<file path="src/hw/rtl/bbgs_pkg.sv">
`timescale 1ns / 1ps
// ----------------------------------------------------------------------------
// bbgs_pkg: shared types and constants
// Board limits, cell encoding and the request format between front and back.
// ----------------------------------------------------------------------------
package bbgs_pkg;

	localparam int MAX_COLS = 1024;
	localparam int MAX_ROWS = 1024;

	// column index into a line buffer
	localparam int COL_W  = (MAX_COLS > 1) ? $clog2(MAX_COLS) : 1;
	// effective board dimensions, 1..MAX
	localparam int COLS_W = $clog2(MAX_COLS + 1);
	localparam int ROWS_W = $clog2(MAX_ROWS + 1);
	// stream row position runs up to MAX_ROWS + 1 while draining
	localparam int ROW_W  = $clog2(MAX_ROWS + 2);

	// configuration registers
	localparam int CFG_W   = 11;
	localparam int PADDR_W = 3;
	localparam int PDATA_W = 32;
	localparam logic REG_BOARD_COLS = 1'b0;
	localparam logic REG_BOARD_ROWS = 1'b1;

	// input kinds
	localparam logic KIND_CELL  = 1'b0;
	localparam logic KIND_FLUSH = 1'b1;

	// queue depths
	localparam int CQ_DEPTH = 4;
	localparam int OQ_DEPTH = 4;

	typedef enum logic [1:0] {
		ST_DEAD  = 2'd0,
		ST_DYING = 2'd1,
		ST_ALIVE = 2'd2,
		ST_KEEP  = 2'd3
	} cell_t;

	// one advance of the stencil, produced by the front
	typedef struct packed {
		logic [COL_W-1:0] col;
		cell_t            cell_in;
		logic             emit;      // this advance produces a result
		logic             top_ok;    // upper neighbor row lies on the board
		logic             bot_ok;    // lower neighbor row lies on the board
		logic             left_ok;   // left neighbor column lies on the board
		logic             right_ok;  // right neighbor column is used
		logic             last;      // result is the last cell of the board
	} cmd_t;

	typedef struct packed {
		cell_t next_state;
		logic  frame_last;
	} out_t;

endpackage

</file>
<file path="src/hw/rtl/bbgs_cmd_queue.sv">
`timescale 1ns / 1ps
// ----------------------------------------------------------------------------
// bbgs_cmd_queue: request queue between front and back
// Small flop FIFO that lets intake and stencil stall independently.
// ----------------------------------------------------------------------------
module bbgs_cmd_queue (
	input  logic           clk,
	input  logic           arst_n,
	input  logic           push,
	input  bbgs_pkg::cmd_t din,
	output logic           full,
	input  logic           pop,
	output bbgs_pkg::cmd_t dout,
	output logic           empty
);

	localparam int PTR_W = $clog2(bbgs_pkg::CQ_DEPTH);
	localparam int CNT_W = $clog2(bbgs_pkg::CQ_DEPTH + 1);

	bbgs_pkg::cmd_t   mem_q [bbgs_pkg::CQ_DEPTH];
	logic [PTR_W-1:0] wr_q, rd_q;
	logic [CNT_W-1:0] cnt_q;
	logic             do_push, do_pop;

	assign full    = cnt_q == CNT_W'(bbgs_pkg::CQ_DEPTH);
	assign empty   = cnt_q == '0;
	assign do_push = push && !full;
	assign do_pop  = pop && !empty;
	assign dout    = mem_q[rd_q];

	always_ff @(posedge clk) begin
		if (do_push) begin
			mem_q[wr_q] <= din;
		end
	end

	always_ff @(posedge clk or negedge arst_n) begin
		if (!arst_n) begin
			wr_q  <= '0;
			rd_q  <= '0;
			cnt_q <= '0;
		end else begin
			if (do_push)
				wr_q <= wr_q + PTR_W'(1);
			if (do_pop)
				rd_q <= rd_q + PTR_W'(1);
			if (do_push && !do_pop)
				cnt_q <= cnt_q + CNT_W'(1);
			else if (do_pop && !do_push)
				cnt_q <= cnt_q - CNT_W'(1);
		end
	end

endmodule

</file>
<file path="config.mk">
export PLATFORM = sky130hd
export DESIGN_NAME = bbgs_cmd_queue
export DESIGN_NICKNAME = d
export VERILOG_FILES = /design/src/hw/rtl/bbgs_pkg.sv /design/src/hw/rtl/bbgs_cmd_queue.sv
export SDC_FILE = /design/constraint.sdc
export NUM_CORES = 1
export LEC_CHECK = 0
export BUFFER_PORTS_ARGS = -buffer_cell sky130_fd_sc_hd__buf_2
export CAP_MARGIN = 20
export CORE_ASPECT_RATIO = 0.8
export CORE_MARGIN = 2
export CORE_UTILIZATION = 56
export CTS_CLUSTER_DIAMETER = 60
export DETAILED_ROUTE_END_ITERATION = 16
export PLACE_DENSITY = 0.78
export SLEW_MARGIN = 20
export SYNTH_ARGS = -nofsm -noshare
export SYNTH_HDL_FRONTEND = slang
export SYNTH_SLANG_ARGS = --single-unit
</file>
<file path="constraint.sdc">
create_clock -name clk -period 2.1 [get_ports clk]
set_input_delay 0.21 -clock clk [delete_from_list [all_inputs] [get_ports clk]]
set_output_delay 0.21 -clock clk [all_outputs]
set_load 0.01 [all_outputs]
</file>
==> flow_summary.yaml <==
floorplanning:
  fp.coreArea_um2: 5090
  io_pins: 42
  die_area_um2: 5990
  die_w_um: 86.0
  initial_core_util: 0.592
  die_h_um: 69.6
  fp-row-count: 23
clock_tree:
  worst_skew_pair.late_latency_ns: 0.33
  cts_tree: "yes"
  clock_sinks: 79
  path_clk_slew_ns: 0.08
  htreeDepth: 3
  cts_buffer_depth: 2
  root_buffer: "clkbuf_8"
  cts_buffers: 9
logic_synthesis:
  yosysWarningCount: 0
  syn_area_um2: 3020
  synth_cells: 130
  synth_top_cell_by_area: "edfxtp_1"
  synth_nets: 158
  syn_avg_cell_area_um2: 23.2
  synth_seq_area_share: 0.775
  ys_seq_elements: 79
  ys_top_cells_by_area: "edfxtp_1 (72%), mux4_2 (13%), dfrtp_1 (5.8%), ha_1 (2.1%), xnor2_1 (1.2%)"
  synth_cell_types: 20
  synthDominantCellAreaShare: 0.717
finish:
  nFillCells: 304
  seqCellArea_um2: 2340
  layout-drive-gt1-share: 0.476
  area_growth_pct: 19.0
  nets: 213
  final_util: 0.705
  multi_input_area_um2: 646
  diodes: 0
outcome:
  status: "finished clean"
detailed_routing:
  routedWlPerCell_um: 18.8
  final_antenna_net_count: 0
  first_pass_iters: 4
  via_per_inst: 5.48
  drc_errors: 0
  wirelength_mm: 4.72
  drtIter0Drc: 64
  vias: 1375
timing:
  layout_min_cycle_time_ns: 2.00
  fmax_mhz: 500
  finClkSkew_ns: 0.00923
  relSlewSlack: 0.381
  finalHoldViolCount: 0
  holdWs_ns: 0.0931
  finalMaxSlewViolations: 0
  setup_viol: 0
  worstMarginPinSlew_ns: 0.929
  period_share: 0.952
setup_path:
  worstSetupEndpointType: "flop"
  worstPathArrival_ns: 2.24
  cp_data_required_time_ns: 2.34
  worstSetupPathType: "flop to flop"
  critPathMaxFanout: 3
  worstSetupStartpointType: "flop"
placed_design:
  hpwlAfterDp_mm: 2.99
  gp_congestion: 0.726
  io_buffers: 41
power_and_ir_drop:
  vdd_ir_drop_max_mv: 0.726
  p_leak_nw: 1.30
  power_frac_clock: 0.249
  power_frac_comb: 0.312
  p_int_mw: 3.70
  power_density_nw_per_um2: 1420
  p_sw_frac: 0.277
  p_sw_mw: 1.42
  power.share.sequential: 0.438
global_routing:
  grt_pass1_wl_mm: 7.33
  antenna_found_initial: 0
  track_usage: 0.171
  grt_overflow: 0
  grt_pass1_vias: 1492
  grt_max_degree: 19
hold_path:
  hold_class: "primary input to flop"
job:
  max_cap_violations: 0
==> worst max-delay path, stage by stage (launching register included) <==
cell	delay (ns)
dfrtp_1	0.38
or3_4	0.40
nand2_2	0.10
ha_2	0.19
inv_1	0.05
fa_2	0.33
xor2_1	0.14
nor2_1	0.12
xor2_1	0.19
==> kinds of logic after synthesis <==
kind of cell / Yosys count / share of synthesized area
XOR/XNOR: 6 / 0.0174
adder cells (fa/ha/maj): 6 / 0.0274
buffers and inverters: 9 / 0.0162
flip-flops: 79 / 0.775
multiplexers: 20 / 0.143
AND/OR/NAND/NOR: 10 / 0.0207
==> repair_timing <==
item	CTS	global route
hold buffers	1	0
setup endpoints to repair	37	19
gates resized for setup	1	5
hold endpoints to repair	7	0
buffers inserted	0	1
pin swaps	0	2
==> final cells by class <==
| type | instances | share of cell area |
|---|---|---|
| clock buffer | 9 | 0.0345 |
| sequential | 79 | 0.651 |
| inverter | 4 | 0.00418 |
| tap | 62 | 0.0216 |
| timing repair buffer | 49 | 0.0781 |
| multi-input combinational | 42 | 0.180 |
| clock inverter | 6 | 0.0307 |
==> stage by stage <==
step                      setup slack, ns  instances  instance area (um^2)  power (mW)  TNS [ns]
final                               0.101        251                  3590        5.11         0
after global routing              -0.0124        251                  3590        5.36   -0.0124
after CTS                         0.00602        250                  3570        5.14         0
after detailed placement         -0.00463        234                  3320        3.87   -0.0694
after global placement              0.131        234                  3320        3.79         0
after floorplan                     0.123        130                  3020        3.29         0
==> layer usage <==
metal	vias up	global-route usage	share of wire
met5	-	0	0
met4	0	0.0582	0.0072
met3	2	0.0655	0.039
met2	32	0.291	0.53
met1	709	0.199	0.42
li1	632	-	-
==> cell usage after synthesis (all sizes together) <==
master and number:
nor2b 1, or3 1, xnor2 4, fa 1
nand2 1, mux4 18, nand3 1, buf 5
xor2 2, inv 4, edfxtp 72, ha 5
dfrtp 7, nor2 1, nor3b 1, and2 4
mux2 2
==> state kept, by name (all words and copies together) (netlist names) <==
signal  cells
mem_q      72
cnt_q       3
rd_q        2
wr_q        2
==> layout by cell type, fill, tap and decap left out <==
cell           synthesis  final
and2_1                 4      3
and2_2                 0      1
buf_12                 0      1
buf_2                  3     41
buf_4                  1      6
bufinv_16              0      3
clkbuf_8               0      9
clkinv_2               0      1
clkinvlp_4             0      2
dfrtp_1                7      7
dlygate4sd3_1          0      1
edfxtp_1              72     72
fa_2                   0      1
ha_1                   5      4
ha_2                   0      1
inv_1                  4      4
mux2_2                 1      1
mux2_4                 1      1
mux4_2                18     18
nand2_2                0      1
nand3_1                1      1
nor2_1                 1      1
nor2b_2                0      1
nor3b_2                1      1
or3_4                  0      1
xnor2_1                4      4
xor2_1                 2      2
==> worst paths after layout <==
path / start / to / slack [ns] / cells after the start
max in group asynchronous: arst_n / cnt_q[1]$_DFFE_PN0P_ / 1.69 / 2
min in group asynchronous: arst_n / wr_q[0]$_DFFE_PN0P_ / 0.24 / 2
max: cnt_q[0]$_DFFE_PN0P_ / cnt_q[2]$_DFFE_PN0P_ / 0.10 / 8
min reg2reg: cnt_q[2]$_DFFE_PN0P_ / cnt_q[2]$_DFFE_PN0P_ / 0.53 / 1
max reg2reg: cnt_q[0]$_DFFE_PN0P_ / cnt_q[2]$_DFFE_PN0P_ / 0.10 / 8
min: din[15] / mem_q[0][15]$_DFFE_PP_ / 0.09 / 1
==> power by group through the flow <==
stage / Clock [mW] / Combinational, mW / Sequential (mW)
after floorplan: 0 / 1.08 / 2.22
after global placement: 0 / 1.54 / 2.25
after detailed placement: 0 / 1.59 / 2.28
after CTS: 1.30 / 1.60 / 2.24
after global routing: 1.36 / 1.73 / 2.27
final: 1.27 / 1.60 / 2.24
Note: power is estimated with default switching activity, not from simulation.
