`config.mk`:
```
export PLATFORM = sky130hd
export DESIGN_NAME = bbgs_back
export DESIGN_NICKNAME = d
export VERILOG_FILES = /design/src/hw/rtl/bbgs_pkg.sv /design/src/hw/rtl/bbgs_ram.sv /design/src/hw/rtl/bbgs_back.sv
export SDC_FILE = /design/constraint.sdc
export NUM_CORES = 2
export LEC_CHECK = 0
export BUFFER_PORTS_ARGS = -buffer_cell sky130_fd_sc_hd__clkbuf_2
export CELL_PAD_IN_SITES_DETAIL_PLACEMENT = 1
export CELL_PAD_IN_SITES_GLOBAL_PLACEMENT = 1
export CORE_UTILIZATION = 30
export CTS_CLUSTER_DIAMETER = 100
export DETAILED_ROUTE_END_ITERATION = 6
export PLACE_DENSITY = 0.56
export RECOVER_POWER = 25
export SYNTH_ARGS = -nofsm -noshare
export SYNTH_HDL_FRONTEND = slang
export SYNTH_MEMORY_MAX_BITS = 65536
export SYNTH_SLANG_ARGS = --single-unit
```
`constraint.sdc`:
```
create_clock -name clk -period 21.1 [get_ports clk]
set_clock_uncertainty 0.15 [all_clocks]
set_input_delay 3.165 -clock clk [delete_from_list [all_inputs] [get_ports clk]]
set_output_delay 3.165 -clock clk [all_outputs]
set_load 0.02 [all_outputs]
```
`src/hw/rtl/bbgs_pkg.sv`:
```
`timescale 1ns / 1ps
// ----------------------------------------------------------------------------
// bbgs_pkg: shared types and constants
// Board limits, cell encoding and the request format between front and back.
// ----------------------------------------------------------------------------
package bbgs_pkg;

	localparam int MAX_COLS = 1024;
	localparam int MAX_ROWS = 1024;

	// column index into a line buffer
	localparam int COL_W  = (MAX_COLS > 1) ? $clog2(MAX_COLS) : 1;
	// effective board dimensions, 1..MAX
	localparam int COLS_W = $clog2(MAX_COLS + 1);
	localparam int ROWS_W = $clog2(MAX_ROWS + 1);
	// stream row position runs up to MAX_ROWS + 1 while draining
	localparam int ROW_W  = $clog2(MAX_ROWS + 2);

	// configuration registers
	localparam int CFG_W   = 11;
	localparam int PADDR_W = 3;
	localparam int PDATA_W = 32;
	localparam logic REG_BOARD_COLS = 1'b0;
	localparam logic REG_BOARD_ROWS = 1'b1;

	// input kinds
	localparam logic KIND_CELL  = 1'b0;
	localparam logic KIND_FLUSH = 1'b1;

	// queue depths
	localparam int CQ_DEPTH = 4;
	localparam int OQ_DEPTH = 4;

	typedef enum logic [1:0] {
		ST_DEAD  = 2'd0,
		ST_DYING = 2'd1,
		ST_ALIVE = 2'd2,
		ST_KEEP  = 2'd3
	} cell_t;

	// one advance of the stencil, produced by the front
	typedef struct packed {
		logic [COL_W-1:0] col;
		cell_t            cell_in;
		logic             emit;      // this advance produces a result
		logic             top_ok;    // upper neighbor row lies on the board
		logic             bot_ok;    // lower neighbor row lies on the board
		logic             left_ok;   // left neighbor column lies on the board
		logic             right_ok;  // right neighbor column is used
		logic             last;      // result is the last cell of the board
	} cmd_t;

	typedef struct packed {
		cell_t next_state;
		logic  frame_last;
	} out_t;

endpackage

```
`src/hw/rtl/bbgs_ram.sv`:
```
`timescale 1ns / 1ps
// ----------------------------------------------------------------------------
// bbgs_ram: generic simple dual-port RAM
// One write port, one read port, read data registered.
// ----------------------------------------------------------------------------
module bbgs_ram #(
	parameter int WIDTH = 4,
	parameter int DEPTH = 1024
) (
	input  logic                                      clk,
	input  logic                                      we,
	input  logic [((DEPTH > 1) ? $clog2(DEPTH) : 1)-1:0] waddr,
	input  logic [WIDTH-1:0]                          wdata,
	input  logic [((DEPTH > 1) ? $clog2(DEPTH) : 1)-1:0] raddr,
	output logic [WIDTH-1:0]                          rdata
);

	logic [WIDTH-1:0] mem_q [DEPTH];

	always_ff @(posedge clk) begin
		if (we) begin
			mem_q[waddr] <= wdata;
		end
		rdata <= mem_q[raddr];
	end

endmodule

```
`src/hw/rtl/bbgs_back.sv`:
```
`timescale 1ns / 1ps
// ----------------------------------------------------------------------------
// bbgs_back: line buffers, window and rule
// Reads the two row buffers, shifts the window, counts alive neighbors,
// applies the rule and queues results for the output side.
// ----------------------------------------------------------------------------
module bbgs_back (
	input  logic           clk,
	input  logic           arst_n,
	input  logic           cq_empty,
	input  bbgs_pkg::cmd_t cq_cmd,
	output logic           cq_pop,
	output logic           empty,
	input  logic           pop,
	output logic [1:0]     next_state,
	output logic           frame_last
);

	localparam int PTR_W = $clog2(bbgs_pkg::OQ_DEPTH);
	localparam int CNT_W = $clog2(bbgs_pkg::OQ_DEPTH + 1);

	bbgs_pkg::cmd_t   cmd_s1;
	logic             v_s1, fwd_s1;
	logic [3:0]       fwd_data_s1, rd_data, ram_rdata, wr_data;
	bbgs_pkg::cell_t  wl_q [3];
	bbgs_pkg::cell_t  wc_q [3];
	bbgs_pkg::cell_t  nc [3];
	logic [7:0]       alive;
	logic [3:0]       n_alive;
	bbgs_pkg::out_t   res;
	bbgs_pkg::out_t   oq_q [bbgs_pkg::OQ_DEPTH];
	logic [PTR_W-1:0] oq_wr_q, oq_rd_q;
	logic [CNT_W-1:0] oq_cnt_q;
	logic             issue, oq_push, oq_pop;

	// issue only with room guaranteed for the request still in flight
	always_comb begin
		issue = !cq_empty &&
		        ((CNT_W+1)'(oq_cnt_q) + (CNT_W+1)'(v_s1 && cmd_s1.emit)) <
		        (CNT_W+1)'(bbgs_pkg::OQ_DEPTH);
	end
	assign cq_pop = issue;

	// line buffer word: {row above, middle row}
	assign wr_data = {rd_data[1:0], cmd_s1.cell_in};

	bbgs_ram #(
		.WIDTH(4),
		.DEPTH(bbgs_pkg::MAX_COLS)
	) u_line_buf (
		.clk  (clk),
		.we   (v_s1),
		.waddr(cmd_s1.col),
		.wdata(wr_data),
		.raddr(cq_cmd.col),
		.rdata(ram_rdata)
	);

	always_ff @(posedge clk or negedge arst_n) begin
		if (!arst_n) begin
			v_s1   <= 1'b0;
			fwd_s1 <= 1'b0;
		end else begin
			v_s1   <= issue;
			// one-column board: read and write hit the same word together
			fwd_s1 <= issue && v_s1 && (cq_cmd.col == cmd_s1.col);
		end
	end

	always_ff @(posedge clk) begin
		if (issue) begin
			cmd_s1 <= cq_cmd;
		end
		fwd_data_s1 <= wr_data;
	end

	always_comb begin
		rd_data = fwd_s1 ? fwd_data_s1 : ram_rdata;
		nc[0]   = bbgs_pkg::cell_t'(rd_data[3:2]);
		nc[1]   = bbgs_pkg::cell_t'(rd_data[1:0]);
		nc[2]   = cmd_s1.cell_in;

		alive[0] = cmd_s1.top_ok && cmd_s1.left_ok  && (wl_q[0] == bbgs_pkg::ST_ALIVE);
		alive[1] = cmd_s1.top_ok &&                    (wc_q[0] == bbgs_pkg::ST_ALIVE);
		alive[2] = cmd_s1.top_ok && cmd_s1.right_ok && (nc[0]   == bbgs_pkg::ST_ALIVE);
		alive[3] =                  cmd_s1.left_ok  && (wl_q[1] == bbgs_pkg::ST_ALIVE);
		alive[4] =                  cmd_s1.right_ok && (nc[1]   == bbgs_pkg::ST_ALIVE);
		alive[5] = cmd_s1.bot_ok && cmd_s1.left_ok  && (wl_q[2] == bbgs_pkg::ST_ALIVE);
		alive[6] = cmd_s1.bot_ok &&                    (wc_q[2] == bbgs_pkg::ST_ALIVE);
		alive[7] = cmd_s1.bot_ok && cmd_s1.right_ok && (nc[2]   == bbgs_pkg::ST_ALIVE);
		n_alive  = 4'($countones(alive));

		case (wc_q[1])
			bbgs_pkg::ST_DEAD:
				res.next_state = (n_alive == 4'd2) ? bbgs_pkg::ST_ALIVE : bbgs_pkg::ST_DEAD;
			bbgs_pkg::ST_DYING: res.next_state = bbgs_pkg::ST_DEAD;
			bbgs_pkg::ST_ALIVE: res.next_state = bbgs_pkg::ST_DYING;
			default:            res.next_state = wc_q[1];
		endcase
		res.frame_last = cmd_s1.last;
	end

	// window keeps the two columns left of the incoming one
	always_ff @(posedge clk or negedge arst_n) begin
		if (!arst_n) begin
			for (int i = 0; i < 3; i++) begin
				wl_q[i] <= bbgs_pkg::ST_DEAD;
				wc_q[i] <= bbgs_pkg::ST_DEAD;
			end
		end else if (v_s1) begin
			for (int i = 0; i < 3; i++) begin
				wl_q[i] <= wc_q[i];
				wc_q[i] <= nc[i];
			end
		end
	end

	// result queue
	assign oq_push    = v_s1 && cmd_s1.emit;
	assign empty      = oq_cnt_q == '0;
	assign oq_pop     = pop && !empty;
	assign next_state = oq_q[oq_rd_q].next_state;
	assign frame_last = oq_q[oq_rd_q].frame_last;

	always_ff @(posedge clk) begin
		if (oq_push) begin
			oq_q[oq_wr_q] <= res;
		end
	end

	always_ff @(posedge clk or negedge arst_n) begin
		if (!arst_n) begin
			oq_wr_q  <= '0;
			oq_rd_q  <= '0;
			oq_cnt_q <= '0;
		end else begin
			if (oq_push)
				oq_wr_q <= oq_wr_q + PTR_W'(1);
			if (oq_pop)
				oq_rd_q <= oq_rd_q + PTR_W'(1);
			if (oq_push && !oq_pop)
				oq_cnt_q <= oq_cnt_q + CNT_W'(1);
			else if (oq_pop && !oq_push)
				oq_cnt_q <= oq_cnt_q - CNT_W'(1);
		end
	end

endmodule

```
==> impl_metrics.tcl <==
set metrics [dict create \
    rows 272 \
    stdcell_area_sq_mm 0.1869 \
    path_clk_slew_ns 0.06 \
    ios 27 \
    cts_buffers 440 \
    failed_checks "max-capacitance violations, max-slew violations" \
    netlist_area_sq_mm 0.1651 \
    tightest_slew_ns 9.884 \
    num_vias 85702 \
    grt_pass1_vias 89277 \
    routed_wl_um 516200 \
    ys.flop_type "edfxtp_1" \
    fin_crit_ns 13.56 \
    area_growth_pct 13.22 \
    fin_ws_ns 7.539 \
    globalplace.congestion 0.8049 \
    grt_max_degree 219 \
    fin_setup_tns_ns 0 \
    wl_per_cell_um 31.78 \
    synth_cells 8502 \
    pwr_density_cell_mw_per_mm2 99.31 \
    status "finished with violations" \
    crit_required_ns 21.63 \
    die_area_sq_mm 0.5532 \
    ir_drop_mv 0.1068 \
    drv_cap 27 \
    cts_htree_levels 5 \
    track_usage 0.1819 \
    hp-class "reg2reg" \
    synth_edf_count 4126 \
    synth-seq-area-share 0.7548 \
    worstSetupStartpointType "flop" \
    worstSetupEndpointType "flop" \
    drt_iter0_drc 9793 \
    core-area_sq_mm 0.5483 \
    path_max_fanout 208 \
    p_leak_nw 56.80 \
    ys_seq_elements 4155 \
    avgSynthCellArea_sq_um 19.41 \
    syn_nets 8537 \
    synth_largest_area_cell "edfxtp_1" \
    grt-ovfl-total 0 \
    place_ws_ns 11.44 \
    yosysWarnings 0 \
    maxSlewHeadroom -5.589 \
    nNetsFinal 8632 \
    cts-root-buf "clkbuf_16" \
    hold_buffers 0 \
    clk_latency_ns 1.02 \
    antenna_left 0 \
    drc_errors 0 \
    antenna_found_initial 49 \
    dp_hpwl_um 309900 \
    place_area_sq_mm 0.1733 \
    setup_viol 0 \
    post-route-util 0.3409 \
    hold_viol 0 \
    rsz0062_at_grt "false" \
    postCtsSetupRepairBufs 0 \
    initial_core_util 0.3011 \
    grt_pass1_wl_um 717000 \
    synthTopCellsByArea "edfxtp_1, mux4_2, mux2i_1" \
    post_cts_resized 0 \
    synth_top_area_frac 0.7506 \
    io_buffers 26 \
    dr.pass1.iters 6 \
    cts_tree "built" \
    vias_per_cell 5.277 \
    max_freq_mhz 73.74 \
    die_height_um 743.8 \
    ctsLongestPathBuffers 4 \
    slew_violations 2314 \
    synthArstFlopShare 0.005054 \
    die_w_um 743.8 \
    criticalPathCategory "reg2reg" \
    cts.sinks 4155 \
    finalNonFillerCells 16241 \
    dp_cells 15416 \
    drive_above_1_share 0.1994 \
    fin_crit_sh 0.6427 \
    synth.distinct_cells 81 \
    crit_arrival_ns 14.09 \
]
-- cell usage in the layout (no fill, tap or decap), types with 19 or more instances in the layout --
cell type | netlist | layout
mux2i_1 | 503 | 503
o22ai_1 | 125 | 125
clkinvlp_4 | 0 | 19
mux4_1 | 28 | 28
clkinv_2 | 0 | 97
buf_4 | 31 | 212
nor3_1 | 74 | 69
clkinv_1 | 2 | 127
o221ai_1 | 184 | 184
o21ai_0 | 89 | 85
mux4_2 | 819 | 819
nand2_1 | 163 | 150
clkbuf_1 | 287 | 102
nand3_1 | 54 | 36
and2_1 | 25 | 23
a22oi_1 | 62 | 62
dfrtp_1 | 21 | 21
edfxtp_1 | 4126 | 4126
bufinv_16 | 0 | 30
a211oi_1 | 35 | 33
mux2_2 | 29 | 28
nor2_1 | 1107 | 1100
a21oi_1 | 142 | 142
a221oi_1 | 28 | 28
clkbuf_16 | 0 | 443
-- worst max-delay path, cell delays in order (launching register included) --
cell	delay, ns
dfrtp_1	0.52
mux2_1	2.46
clkbuf_1	6.67
buf_4	1.34
buf_4	0.86
buf_4	0.85
-- cells in the mapped netlist (21+ instances only) --
cell,count
buf_1,64
mux4_1,28
and2_1,25
clkbuf_1,287
nand3_1,54
o21ai_0,89
mux2i_1,503
nand2_1,163
edfxtp_1,4126
a21oi_1,142
a22oi_1,62
buf_6,97
buf_2,100
o221ai_1,184
nor2_1,1107
nor3_1,74
mux4_2,819
buf_4,31
dfrtp_1,21
o22ai_1,125
mux2_2,29
a211oi_1,35
a221oi_1,28
-- power by group --
| part | switching [W] | internal [W] | total [W] |
|---|---|---|---|
| Clock | 0.00332 | 0.00422 | 0.00754 |
| Combinational | 0.00109 | 0.000329 | 0.00142 |
| Sequential | 0.0000445 | 0.00956 | 0.00960 |
-- stage by stage --
step                      total power (W)  hold WS (ns)
final                             0.01856        0.3523
after global routing              0.01904        0.3781
after CTS                         0.01863        0.3573
after detailed placement          0.01114        0.3444
after global placement            0.01108        0.3183
after floorplan                   0.01082        0.3087
-- logic make-up after synthesis --
logic type               count (synthesis)  synth area share
adder cells (fa/ha/maj)                 13          0.001213
multiplexers                          1379            0.1487
flip-flops                            4155            0.7548
buffers and inverters                  628           0.02293
XOR/XNOR                                16         0.0008490
AND/OR/NAND/NOR                       1552           0.03936
AO/OA/AOI/OAI                          759           0.03218
-- metal layers --
layer,part of all wire,vias to the layer above,GRT usage
li1,-,34932,-
met1,0.42,46823,0.2477
met2,0.48,3283,0.3041
met3,0.068,656,0.02882
met4,0.028,8,0.04656
met5,0.000089,-,0
-- final timing paths --
path / endpoint / startpoint / slack (ns) / cells past startpoint
min in group asynchronous: oq_rd_q[0] / arst_n / 2.34 / 1
max reg2reg: u_line_buf.mem_q[292][3] / fwd_s1 / 7.54 / 5
min: wl_q[0] / wl_q[0] / 0.35 / 1
min reg2reg: wl_q[0] / wl_q[0] / 0.35 / 1
max: u_line_buf.mem_q[292][3] / fwd_s1 / 7.54 / 5
max in group asynchronous: wc_q[5] / arst_n / 17.58 / 1
-- cell type report --
class | instances | area [sq um]
fill | 54197 | 361400
sequential | 4155 | 124600
multi-input combinational | 3719 | 37270
clock buffer | 512 | 11340
tap | 7261 | 9085
clock inverter | 303 | 2512
timing repair buffer | 268 | 1997
inverter | 13 | 67.56
antenna | 10 | 25.02
-- flip-flops by register name, indices dropped and copies added, names as in the netlist, 2 cells and up --
name / flops
oq_rd_q: 2
oq_q: 12
wl_q: 6
cmd_s1: 18
oq_cnt_q: 3
u_line_buf.rdata: 4
oq_wr_q: 2
wc_q: 6
u_line_buf.mem_q: 4096
fwd_data_s1: 4
Power figures use the tool's default switching activity.
