<file path="config.mk">
export PLATFORM = sky130hd
export DESIGN_NAME = bbgs_front
export DESIGN_NICKNAME = d
export VERILOG_FILES = /design/src/hw/rtl/bbgs_pkg.sv /design/src/hw/rtl/bbgs_front.sv
export SDC_FILE = /design/constraint.sdc
export NUM_CORES = 1
export LEC_CHECK = 0
export ABC_AREA = 1
export BUFFER_PORTS_ARGS = -buffer_cell sky130_fd_sc_hd__buf_4
export CAP_MARGIN = 20
export CORE_MARGIN = 3
export CORE_UTILIZATION = 30
export CTS_BUF_LIST = sky130_fd_sc_hd__clkbuf_4 sky130_fd_sc_hd__clkbuf_8 sky130_fd_sc_hd__clkbuf_16
export DETAILED_ROUTE_END_ITERATION = 6
export GPL_TIMING_DRIVEN = 0
export PLACE_DENSITY = 0.5
export SLEW_MARGIN = 30
export SYNTH_ARGS = -nofsm -noshare
export SYNTH_HDL_FRONTEND = slang
export SYNTH_SLANG_ARGS = --single-unit
</file>
<file path="constraint.sdc">
create_clock -name clk -period 6.23 [get_ports clk]
set_input_delay 0.9345 -clock clk [delete_from_list [all_inputs] [get_ports clk]]
set_output_delay 0.9345 -clock clk [all_outputs]
set_load 0.01 [all_outputs]
</file>
<file path="src/hw/rtl/bbgs_pkg.sv">
`timescale 1ns / 1ps
// ----------------------------------------------------------------------------
// bbgs_pkg: shared types and constants
// Board limits, cell encoding and the request format between front and back.
// ----------------------------------------------------------------------------
package bbgs_pkg;

	localparam int MAX_COLS = 1024;
	localparam int MAX_ROWS = 1024;

	// column index into a line buffer
	localparam int COL_W  = (MAX_COLS > 1) ? $clog2(MAX_COLS) : 1;
	// effective board dimensions, 1..MAX
	localparam int COLS_W = $clog2(MAX_COLS + 1);
	localparam int ROWS_W = $clog2(MAX_ROWS + 1);
	// stream row position runs up to MAX_ROWS + 1 while draining
	localparam int ROW_W  = $clog2(MAX_ROWS + 2);

	// configuration registers
	localparam int CFG_W   = 11;
	localparam int PADDR_W = 3;
	localparam int PDATA_W = 32;
	localparam logic REG_BOARD_COLS = 1'b0;
	localparam logic REG_BOARD_ROWS = 1'b1;

	// input kinds
	localparam logic KIND_CELL  = 1'b0;
	localparam logic KIND_FLUSH = 1'b1;

	// queue depths
	localparam int CQ_DEPTH = 4;
	localparam int OQ_DEPTH = 4;

	typedef enum logic [1:0] {
		ST_DEAD  = 2'd0,
		ST_DYING = 2'd1,
		ST_ALIVE = 2'd2,
		ST_KEEP  = 2'd3
	} cell_t;

	// one advance of the stencil, produced by the front
	typedef struct packed {
		logic [COL_W-1:0] col;
		cell_t            cell_in;
		logic             emit;      // this advance produces a result
		logic             top_ok;    // upper neighbor row lies on the board
		logic             bot_ok;    // lower neighbor row lies on the board
		logic             left_ok;   // left neighbor column lies on the board
		logic             right_ok;  // right neighbor column is used
		logic             last;      // result is the last cell of the board
	} cmd_t;

	typedef struct packed {
		cell_t next_state;
		logic  frame_last;
	} out_t;

endpackage

</file>
<file path="src/hw/rtl/bbgs_front.sv">
`timescale 1ns / 1ps
// ----------------------------------------------------------------------------
// bbgs_front: request intake and raster tracking
// Holds the board size registers, tracks the raster position, drops or
// restarts as the stream demands and tags each advance for the back end.
// ----------------------------------------------------------------------------
module bbgs_front (
	input  logic                         clk,
	input  logic                         arst_n,
	input  logic                         psel,
	input  logic                         penable,
	input  logic                         pwrite,
	input  logic [bbgs_pkg::PADDR_W-1:0] paddr,
	input  logic [bbgs_pkg::PDATA_W-1:0] pwdata,
	output logic [bbgs_pkg::PDATA_W-1:0] prdata,
	input  logic                         push,
	output logic                         full,
	input  logic                         kind,
	input  logic [1:0]                   cell_state,
	output logic                         cq_push,
	output bbgs_pkg::cmd_t               cq_cmd,
	input  logic                         cq_full
);

	logic [bbgs_pkg::CFG_W-1:0]  cols_raw_q, rows_raw_q;
	logic [bbgs_pkg::COL_W-1:0]  col_q, c, col_nxt;
	logic [bbgs_pkg::ROW_W-1:0]  row_q, r, row_nxt;
	logic [bbgs_pkg::COLS_W-1:0] cols;
	logic [bbgs_pkg::ROWS_W-1:0] rows;
	logic [bbgs_pkg::ROW_W-1:0]  rows_x;
	logic cfg_we, all_in, restart, ignore, accept, start_e, norm_e, wrap;

	assign cfg_we = psel && penable && pwrite;

	// board size as used: zero counts as one, large values saturate
	always_comb begin
		if (cols_raw_q == '0)
			cols = bbgs_pkg::COLS_W'(1);
		else if (cols_raw_q > bbgs_pkg::MAX_COLS)
			cols = bbgs_pkg::COLS_W'(bbgs_pkg::MAX_COLS);
		else
			cols = bbgs_pkg::COLS_W'(cols_raw_q);
		if (rows_raw_q == '0)
			rows = bbgs_pkg::ROWS_W'(1);
		else if (rows_raw_q > bbgs_pkg::MAX_ROWS)
			rows = bbgs_pkg::ROWS_W'(bbgs_pkg::MAX_ROWS);
		else
			rows = bbgs_pkg::ROWS_W'(rows_raw_q);
	end

	assign rows_x = bbgs_pkg::ROW_W'(rows);

	always_comb begin
		if (paddr[2] == bbgs_pkg::REG_BOARD_ROWS)
			prdata = bbgs_pkg::PDATA_W'(rows_raw_q);
		else
			prdata = bbgs_pkg::PDATA_W'(cols_raw_q);
	end

	always_comb begin
		// every cell of the board is in: only flushes advance now
		all_in  = row_q >= rows_x;
		restart = (kind == bbgs_pkg::KIND_CELL) && all_in;
		ignore  = (kind == bbgs_pkg::KIND_FLUSH) && !all_in;
		accept  = push && !cq_full;
		cq_push = accept && !ignore;
		full    = cq_full;

		r = restart ? '0 : row_q;
		c = restart ? '0 : col_q;

		// row start releases the last cell of the row two above
		start_e = (c == '0) && (r >= bbgs_pkg::ROW_W'(2));
		norm_e  = (c != '0) && (r >= bbgs_pkg::ROW_W'(1));

		cq_cmd.col     = c;
		cq_cmd.cell_in = (kind == bbgs_pkg::KIND_FLUSH) ? bbgs_pkg::ST_DEAD
		                                               : bbgs_pkg::cell_t'(cell_state);
		cq_cmd.emit    = start_e || norm_e;
		if (start_e) begin
			cq_cmd.top_ok   = r >= bbgs_pkg::ROW_W'(3);
			cq_cmd.bot_ok   = r <= rows_x;
			cq_cmd.left_ok  = cols >= bbgs_pkg::COLS_W'(2);
			cq_cmd.right_ok = 1'b0;
		end else begin
			cq_cmd.top_ok   = r >= bbgs_pkg::ROW_W'(2);
			cq_cmd.bot_ok   = r < rows_x;
			cq_cmd.left_ok  = c >= bbgs_pkg::COL_W'(2);
			cq_cmd.right_ok = 1'b1;
		end
		cq_cmd.last = start_e && (r == rows_x + bbgs_pkg::ROW_W'(1));

		wrap = (bbgs_pkg::COLS_W'(c) + bbgs_pkg::COLS_W'(1)) == cols;
		if (cq_cmd.last) begin
			col_nxt = '0;
			row_nxt = '0;
		end else if (wrap) begin
			col_nxt = '0;
			row_nxt = r + bbgs_pkg::ROW_W'(1);
		end else begin
			col_nxt = c + bbgs_pkg::COL_W'(1);
			row_nxt = r;
		end
	end

	always_ff @(posedge clk or negedge arst_n) begin
		if (!arst_n) begin
			cols_raw_q <= bbgs_pkg::CFG_W'(64);
			rows_raw_q <= bbgs_pkg::CFG_W'(64);
			col_q      <= '0;
			row_q      <= '0;
		end else if (cfg_we) begin
			if (paddr[2] == bbgs_pkg::REG_BOARD_ROWS)
				rows_raw_q <= pwdata[bbgs_pkg::CFG_W-1:0];
			else
				cols_raw_q <= pwdata[bbgs_pkg::CFG_W-1:0];
			col_q <= '0;
			row_q <= '0;
		end else if (cq_push) begin
			col_q <= col_nxt;
			row_q <= row_nxt;
		end
	end

endmodule

</file>
==> summary.txt, run 1 <==
commonest non-fill, non-tap cell in the layout - nand2_1
Antenna diodes - 0
Most Crowded Layer GR - met2
GR met3 Demand/Resource - 0.0252
CP Max Fanout - 10
register area - 1080 um^2
most frequent cells in the layout - nand2_1 (215), inv_1 (93), buf_4 (77)
synth warn - 0
Post-Layout Cell Count - 933
Avg Vias per Cell - 4.83
postcts setup bufs - 0
core box area - 13600 um^2
vias in the first global route - 4333
Hold Path Class - register to register
WS Path Type - register to primary output
met2 Track Usage GR - 0.283
flop2flop setup slack - 1380 ps
Port Buf Inserts - 52
P&R area growth vs syn - 20.0%
final core utilization - 0.378
Placed Cells - 925
root buffer cell - clkbuf_16
CTS buffer count - 5
Initial Util - 0.315
number of distinct library cells after synthesis - 39
io pins - 97
via count - 4507
reg2reg start - rows_raw_q[4]$_DFFE_PN0P_
chip height - 125 um
multi-input logic area - 2630 um^2
Slew HR - 0.598
Final Power - 1.38 mW
routability congestion estimate - 0.875
GRT Resource Usage Total - 0.174
pin count of the biggest net entering global routing - 44
sw frac - 0.444
P_sw - 0.614 mW
hold depth - 2
met1 usage - 0.242
Least-Margin Pin Slew - 604 ps
CP endpoint kind - primary output
CTS tree - yes
Post-DP HPWL - 11100 um
Mapped Avg Cell Area - 6.31 um^2
H-tree Lvls - 2
fin. max-slew vios - 0
Final Cycle Share - 0.917
# hold bufs at CTS - 0
part of the Yosys area used for sequential elements - 0.253
final hold viol count - 0
unrepaired setup endpoints after global routing - no
Hold Startpoint - cols_raw_q[4]$_DFFE_PN0P_
Worst-Skew Late Latency - 300 ps
DRT antenna net count - 0
Detailed Route WL - 13800 um
CTS clk-pin slew, worst paths - 70 ps
power density over cell area - 270 nW/um^2
worst hold slack - 495 ps
max-cap viol count - 0
initial antenna violation count - 0
Worst Reg-to-Reg Cells - 27
crit path time final - 5710 ps
share of layout cells above drive strength 1 - 0.160
Placement Rows - 42
Cell Area, Synth - 4270 um^2
status - finished clean
sequential power share - 0.267
critical path launch point type - register
clock buffer depth - 2
worst vdd ir - 0.000112 V
Pint - 0.770 mW
grt ovf - 0
Final Skew - 5.81 ps
Logic pwr share - 0.506
starting DRC count in detailed routing - 223
DR WL/cell - 14.8 um
worst hold endpoint - cols_raw_q[4]$_DFFE_PN0P_
cell count after synthesis - 677
setup tns final - 0 ps
Layout Nets - 830
#FFs+latches synth - 43
RR Endpoint - row_q[5]$_DFFE_PN0P_
# setup viols final - 0
clock network power share - 0.227
Initial DRT Pass Iterations - 4
Die Wd - 125 um
CTS sink count - 43
top achievable clock speed - 0.175 GHz
Die Area - 15700 um^2
fill count - 1503
Post-CTS Resized - 0
global-route wire length before repair - 22300 um
CP Data Required Time - 5300 ps
Arr. time, crit path - 4780 ps
remaining routing DRC violations - 0
cell leakage power - 2.92 nW
## worst max path at each step
stage	startpoint	endpoint	slack (ps)	cells past startpoint
finish	rows_raw_q[4]$_DFFE_PN0P_	cq_cmd[3]	520	23
CTS	rows_raw_q[4]$_DFFE_PN0P_	cq_cmd[3]	560	23
detailed placement	rows_raw_q[4]$_DFFE_PN0P_	cq_cmd[3]	900	23
floorplan	rows_raw_q[4]$_DFFE_PN0P_	cq_cmd[3]	1800	24
global route	rows_raw_q[4]$_DFFE_PN0P_	cq_cmd[3]	220	23
global placement	rows_raw_q[4]$_DFFE_PN0P_	cq_cmd[3]	890	23
## power by group through the flow
stage | clock network, mW | logic [mW] | registers (mW)
after CTS | 0.319 | 0.704 | 0.369
after detailed placement | 0 | 0.701 | 0.374
after global routing | 0.332 | 0.789 | 0.374
final | 0.314 | 0.700 | 0.369
after global placement | 0 | 0.697 | 0.374
after floorplan | 0 | 0.467 | 0.357
## logic make-up (layout without fill, tap and decap cells)
family | after synthesis | in the layout | synth area share
xor+xnor | 11 | 11 | 0.0226
other cells | 1 | 21 | 0.000878
simple gates | 399 | 399 | 0.415
flops | 43 | 43 | 0.253
buf+inv | 138 | 198 | 0.149
compound gates | 56 | 56 | 0.0756
fa+ha+maj | 29 | 29 | 0.0850
## cell type report
class | count | area share
buffer | 38 | 0.0508
clock buffer | 5 | 0.0244
clock inverter | 3 | 0.00854
inverter | 100 | 0.0732
multi-input combinational | 516 | 0.513
sequential | 43 | 0.210
tap | 176 | 0.0430
timing repair buffer | 52 | 0.0762
## registers in the layout (all words and copies together) (netlist names)
signal and count:
col_q 10, cols_raw_q 11, rows_raw_q 11, row_q 11
## synthesized netlist by cell type, drive strengths merged
cell type / number / area share
a211oi: 1 / 0.0018
a21oi: 10 / 0.013
a221oi: 1 / 0.0021
a41o: 1 / 0.0023
and2: 1 / 0.0015
and3: 1 / 0.0015
buf: 29 / 0.053
clkbuf: 9 / 0.0079
clkinv: 1 / 0.00088
conb: 1 / 0.00088
dfrtp: 41 / 0.24
dfstp: 2 / 0.012
ha: 29 / 0.085
inv: 99 / 0.087
nand2: 219 / 0.19
nand3: 72 / 0.088
nand3b: 6 / 0.011
nand4: 20 / 0.031
nor2: 65 / 0.069
nor3: 11 / 0.013
nor4: 3 / 0.0044
o21ai: 39 / 0.047
o21bai: 2 / 0.0062
o2bb2ai: 1 / 0.0021
o41ai: 1 / 0.0021
or2: 1 / 0.0015
xnor2: 4 / 0.0082
xor2: 7 / 0.014
## per-layer routing
layer	vias up	wire length (um)
met1	2065	6400
met4	0	244
met5	-	0
met2	144	6240
li1	2281	-
met3	17	878
## worst max-delay path, cell delays in order (launching register included)
cell and delay (ps):
dfrtp_1 460, nor2_1 130, nand4_1 150, o21ai_2 350
nand2_1 250, ha_1 350, a21oi_1 230, nand2_1 80
nand2_1 70, nand2_1 90, o21bai_4 280, buf_6 220
nand2_1 170, inv_1 160, ha_1 260, a21oi_1 140
o21ai_0 100, a221oi_1 290, nor2_1 80, a211oi_1 170
o21ai_0 100, nand3_1 70, o2bb2ai_1 110, buf_4 140
## metrics by stage
step	setup WS, ps	cell area, um^2
detailed placement	898	4960
floorplan	1800	4350
CTS	562	5120
global placement	886	4960
finish	518	5120
global route	223	5120
(Power assumes the default switching activity.)
==> run 2, diff against run 1 <==
--- a/config.mk
+++ b/config.mk
@@ -9,11 +9,12 @@
 export BUFFER_PORTS_ARGS = -buffer_cell sky130_fd_sc_hd__buf_4
 export CAP_MARGIN = 20
 export CORE_MARGIN = 3
-export CORE_UTILIZATION = 30
+export CORE_UTILIZATION = 60
 export CTS_BUF_LIST = sky130_fd_sc_hd__clkbuf_4 sky130_fd_sc_hd__clkbuf_8 sky130_fd_sc_hd__clkbuf_16
 export DETAILED_ROUTE_END_ITERATION = 6
 export GPL_TIMING_DRIVEN = 0
-export PLACE_DENSITY = 0.5
+export PLACE_DENSITY = 0.88
+export SKIP_LAST_GASP = 1
 export SLEW_MARGIN = 30
 export SYNTH_ARGS = -nofsm -noshare
 export SYNTH_HDL_FRONTEND = slang
==> constraint.sdc (replaced) <==
create_clock -name clk -period 6.23 [get_ports clk]
set_input_delay 0.9345 -clock clk [delete_from_list [all_inputs] [get_ports clk]]
set_output_delay 0.9345 -clock clk [all_outputs]
set_load 0.05 [all_outputs]
==> summary.txt, run 2 (synthesis results as in run 1) <==
status - finished clean (unchanged)
CP Max Fanout - 10 (unchanged)
DRT antenna net count - 0 (unchanged)
CP Data Required Time - 5300 ps (about the same)
CTS buffer count - 5 (unchanged)
postcts setup bufs - 0 (unchanged)
pin count of the biggest net entering global routing - 44 (unchanged)
worst vdd ir - 0.000156 V (was 0.000112 V)
Final Skew - 9.70 ps (was 5.81 ps)
Final Cycle Share - 0.929 (was 0.917)
flop2flop setup slack - 1480 ps (was 1380 ps)
chip height - 90.4 um (was 125 um)
Die Area - 8170 um^2 (was 15700 um^2)
met1 usage - 0.398 (was 0.242)
CTS tree - yes (unchanged)
share of layout cells above drive strength 1 - 0.160 (unchanged)
Hold Path Class - register to register (unchanged)
setup tns final - 0 ps (unchanged)
Worst-Skew Late Latency - 310 ps (was 300 ps)
Placement Rows - 30 (was 42)
commonest non-fill, non-tap cell in the layout - nand2_1 (unchanged)
clock buffer depth - 2 (unchanged)
global-route wire length before repair - 20600 um (was 22300 um)
grt ovf - 0 (unchanged)
starting DRC count in detailed routing - 349 (was 223)
Layout Nets - 830 (unchanged)
met2 Track Usage GR - 0.497 (was 0.283)
Antenna diodes - 0 (unchanged)
CP endpoint kind - primary output (unchanged)
Final Power - 1.42 mW (was 1.38 mW)
Initial Util - 0.625 (was 0.315)
Die Wd - 90.4 um (was 125 um)
worst hold slack - 502 ps (was 495 ps)
top achievable clock speed - 0.173 GHz (was 0.175 GHz)
Initial DRT Pass Iterations - 5 (was 4)
max-cap viol count - 0 (unchanged)
vias in the first global route - 4391 (was 4333)
cell leakage power - 2.88 nW (was 2.92 nW)
Post-CTS Resized - 0 (unchanged)
GR met3 Demand/Resource - 0.0583 (was 0.0252)
critical path launch point type - register (unchanged)
GRT Resource Usage Total - 0.307 (was 0.174)
WS Path Type - register to primary output (unchanged)
root buffer cell - clkbuf_8 (was clkbuf_16)
most frequent cells in the layout - nand2_1 (215), inv_1 (93), buf_4 (77) (unchanged)
io pins - 97 (unchanged)
initial antenna violation count - 0 (unchanged)
remaining routing DRC violations - 0 (unchanged)
CTS sink count - 43 (unchanged)
H-tree Lvls - 2 (unchanged)
CTS clk-pin slew, worst paths - 100 ps (was 70 ps)
Avg Vias per Cell - 5.47 (was 4.83)
Most Crowded Layer GR - met2 (unchanged)
Regs by FF count - cols_raw_q: 11 flops, row_q: 11 flops, rows_raw_q: 11 flops (unchanged)
unrepaired setup endpoints after global routing - no (unchanged)
Post-DP HPWL - 9980 um (was 11100 um)
Least-Margin Pin Slew - 536 ps (was 604 ps)
via count - 4670 (was 4507)
Detailed Route WL - 12300 um (was 13800 um)
crit path time final - 5780 ps (was 5710 ps)
P&R area growth vs syn - 15.9% (was 20.0%)
# hold bufs at CTS - 0 (unchanged)
# setup viols final - 0 (unchanged)
power density over cell area - 288 nW/um^2 (was 270 nW/um^2)
routability congestion estimate - 0.987 (was 0.875)
final hold viol count - 0 (unchanged)
Slew HR - 0.638 (was 0.598)
fill count - 624 (was 1503)
DR WL/cell - 14.4 um (was 14.8 um)
fin. max-slew vios - 0 (unchanged)
Arr. time, crit path - 4850 ps (was 4780 ps)
Port Buf Inserts - 52 (unchanged)
core box area - 6830 um^2 (was 13600 um^2)
## run 2: through the flow
| step | area [um^2] | setup WS [ps] | util | instances |
|---|---|---|---|---|
| after global routing | 4950 | 25.0 | 0.725 | 853 |
| after floorplan | 4350 | 1010 | - | 697 |
| after global placement | 4860 | 987 | 0.711 | 845 |
| after CTS | 4950 | 515 | 0.725 | 853 |
| final | 4950 | 445 | 0.725 | 853 |
| after detailed placement | 4860 | 871 | 0.711 | 845 |
## run 2: layer usage
metal / part of all wire / wire length [um]
met5: 0 / 0
met4: 0.036 / 447
met3: 0.088 / 1080
met2: 0.46 / 5610
met1: 0.42 / 5170
## run 2: where the power goes
| group | leakage, nW | internal [mW] | switching (mW) | total, mW |
|---|---|---|---|---|
| sequential | 0.564 | 0.319 | 0.0473 | 0.367 |
| combinational | 2.27 | 0.265 | 0.596 | 0.861 |
| clock | 0.0491 | 0.0826 | 0.114 | 0.196 |
## run 2: path summary, 6_finish.rpt
path / startpoint / endpoint / cells past startpoint
hold / removal: cols_raw_q[4]$_DFFE_PN0P_ / cols_raw_q[4]$_DFFE_PN0P_ / 2
setup reg to reg: rows_raw_q[4]$_DFFE_PN0P_ / row_q[6]$_DFFE_PN0P_ / 25
hold reg to reg: cols_raw_q[4]$_DFFE_PN0P_ / cols_raw_q[4]$_DFFE_PN0P_ / 2
min in group asynchronous: arst_n / row_q[7]$_DFFE_PN0P_ / 1
setup / recovery: rows_raw_q[4]$_DFFE_PN0P_ / cq_cmd[3] / 23
max in group asynchronous: arst_n / rows_raw_q[6]$_DFFE_PN1P_ / 1
## run 2: critical path: stages, from the launching register on
cell and delay [ps]:
dfrtp_1 460, nor2_1 120, nand4_1 140, o21ai_2 330, nand2_1 150, inv_1 230, ha_1 280, nand3_1 90
nand3b_1 110, nand2_1 130, o21bai_4 330, buf_6 210, nand2_1 180, inv_1 190, ha_1 270, a21oi_1 150
o21ai_0 110, a221oi_1 290, nor2_1 80, a211oi_1 200, o21ai_0 110, nand3_1 70, o2bb2ai_1 110, buf_4 210
## run 2: final cells by class
| type | instances | area [um^2] | area share |
|---|---|---|---|
| multi-input combinational | 516 | 2630 | 0.531 |
| sequential | 43 | 1080 | 0.218 |
| timing repair buffer | 52 | 390 | 0.0788 |
| inverter | 100 | 375 | 0.0758 |
| buffer | 38 | 260 | 0.0526 |
| tap | 96 | 120 | 0.0243 |
| clock buffer | 5 | 68.8 | 0.0139 |
| clock inverter | 3 | 26.3 | 0.00531 |
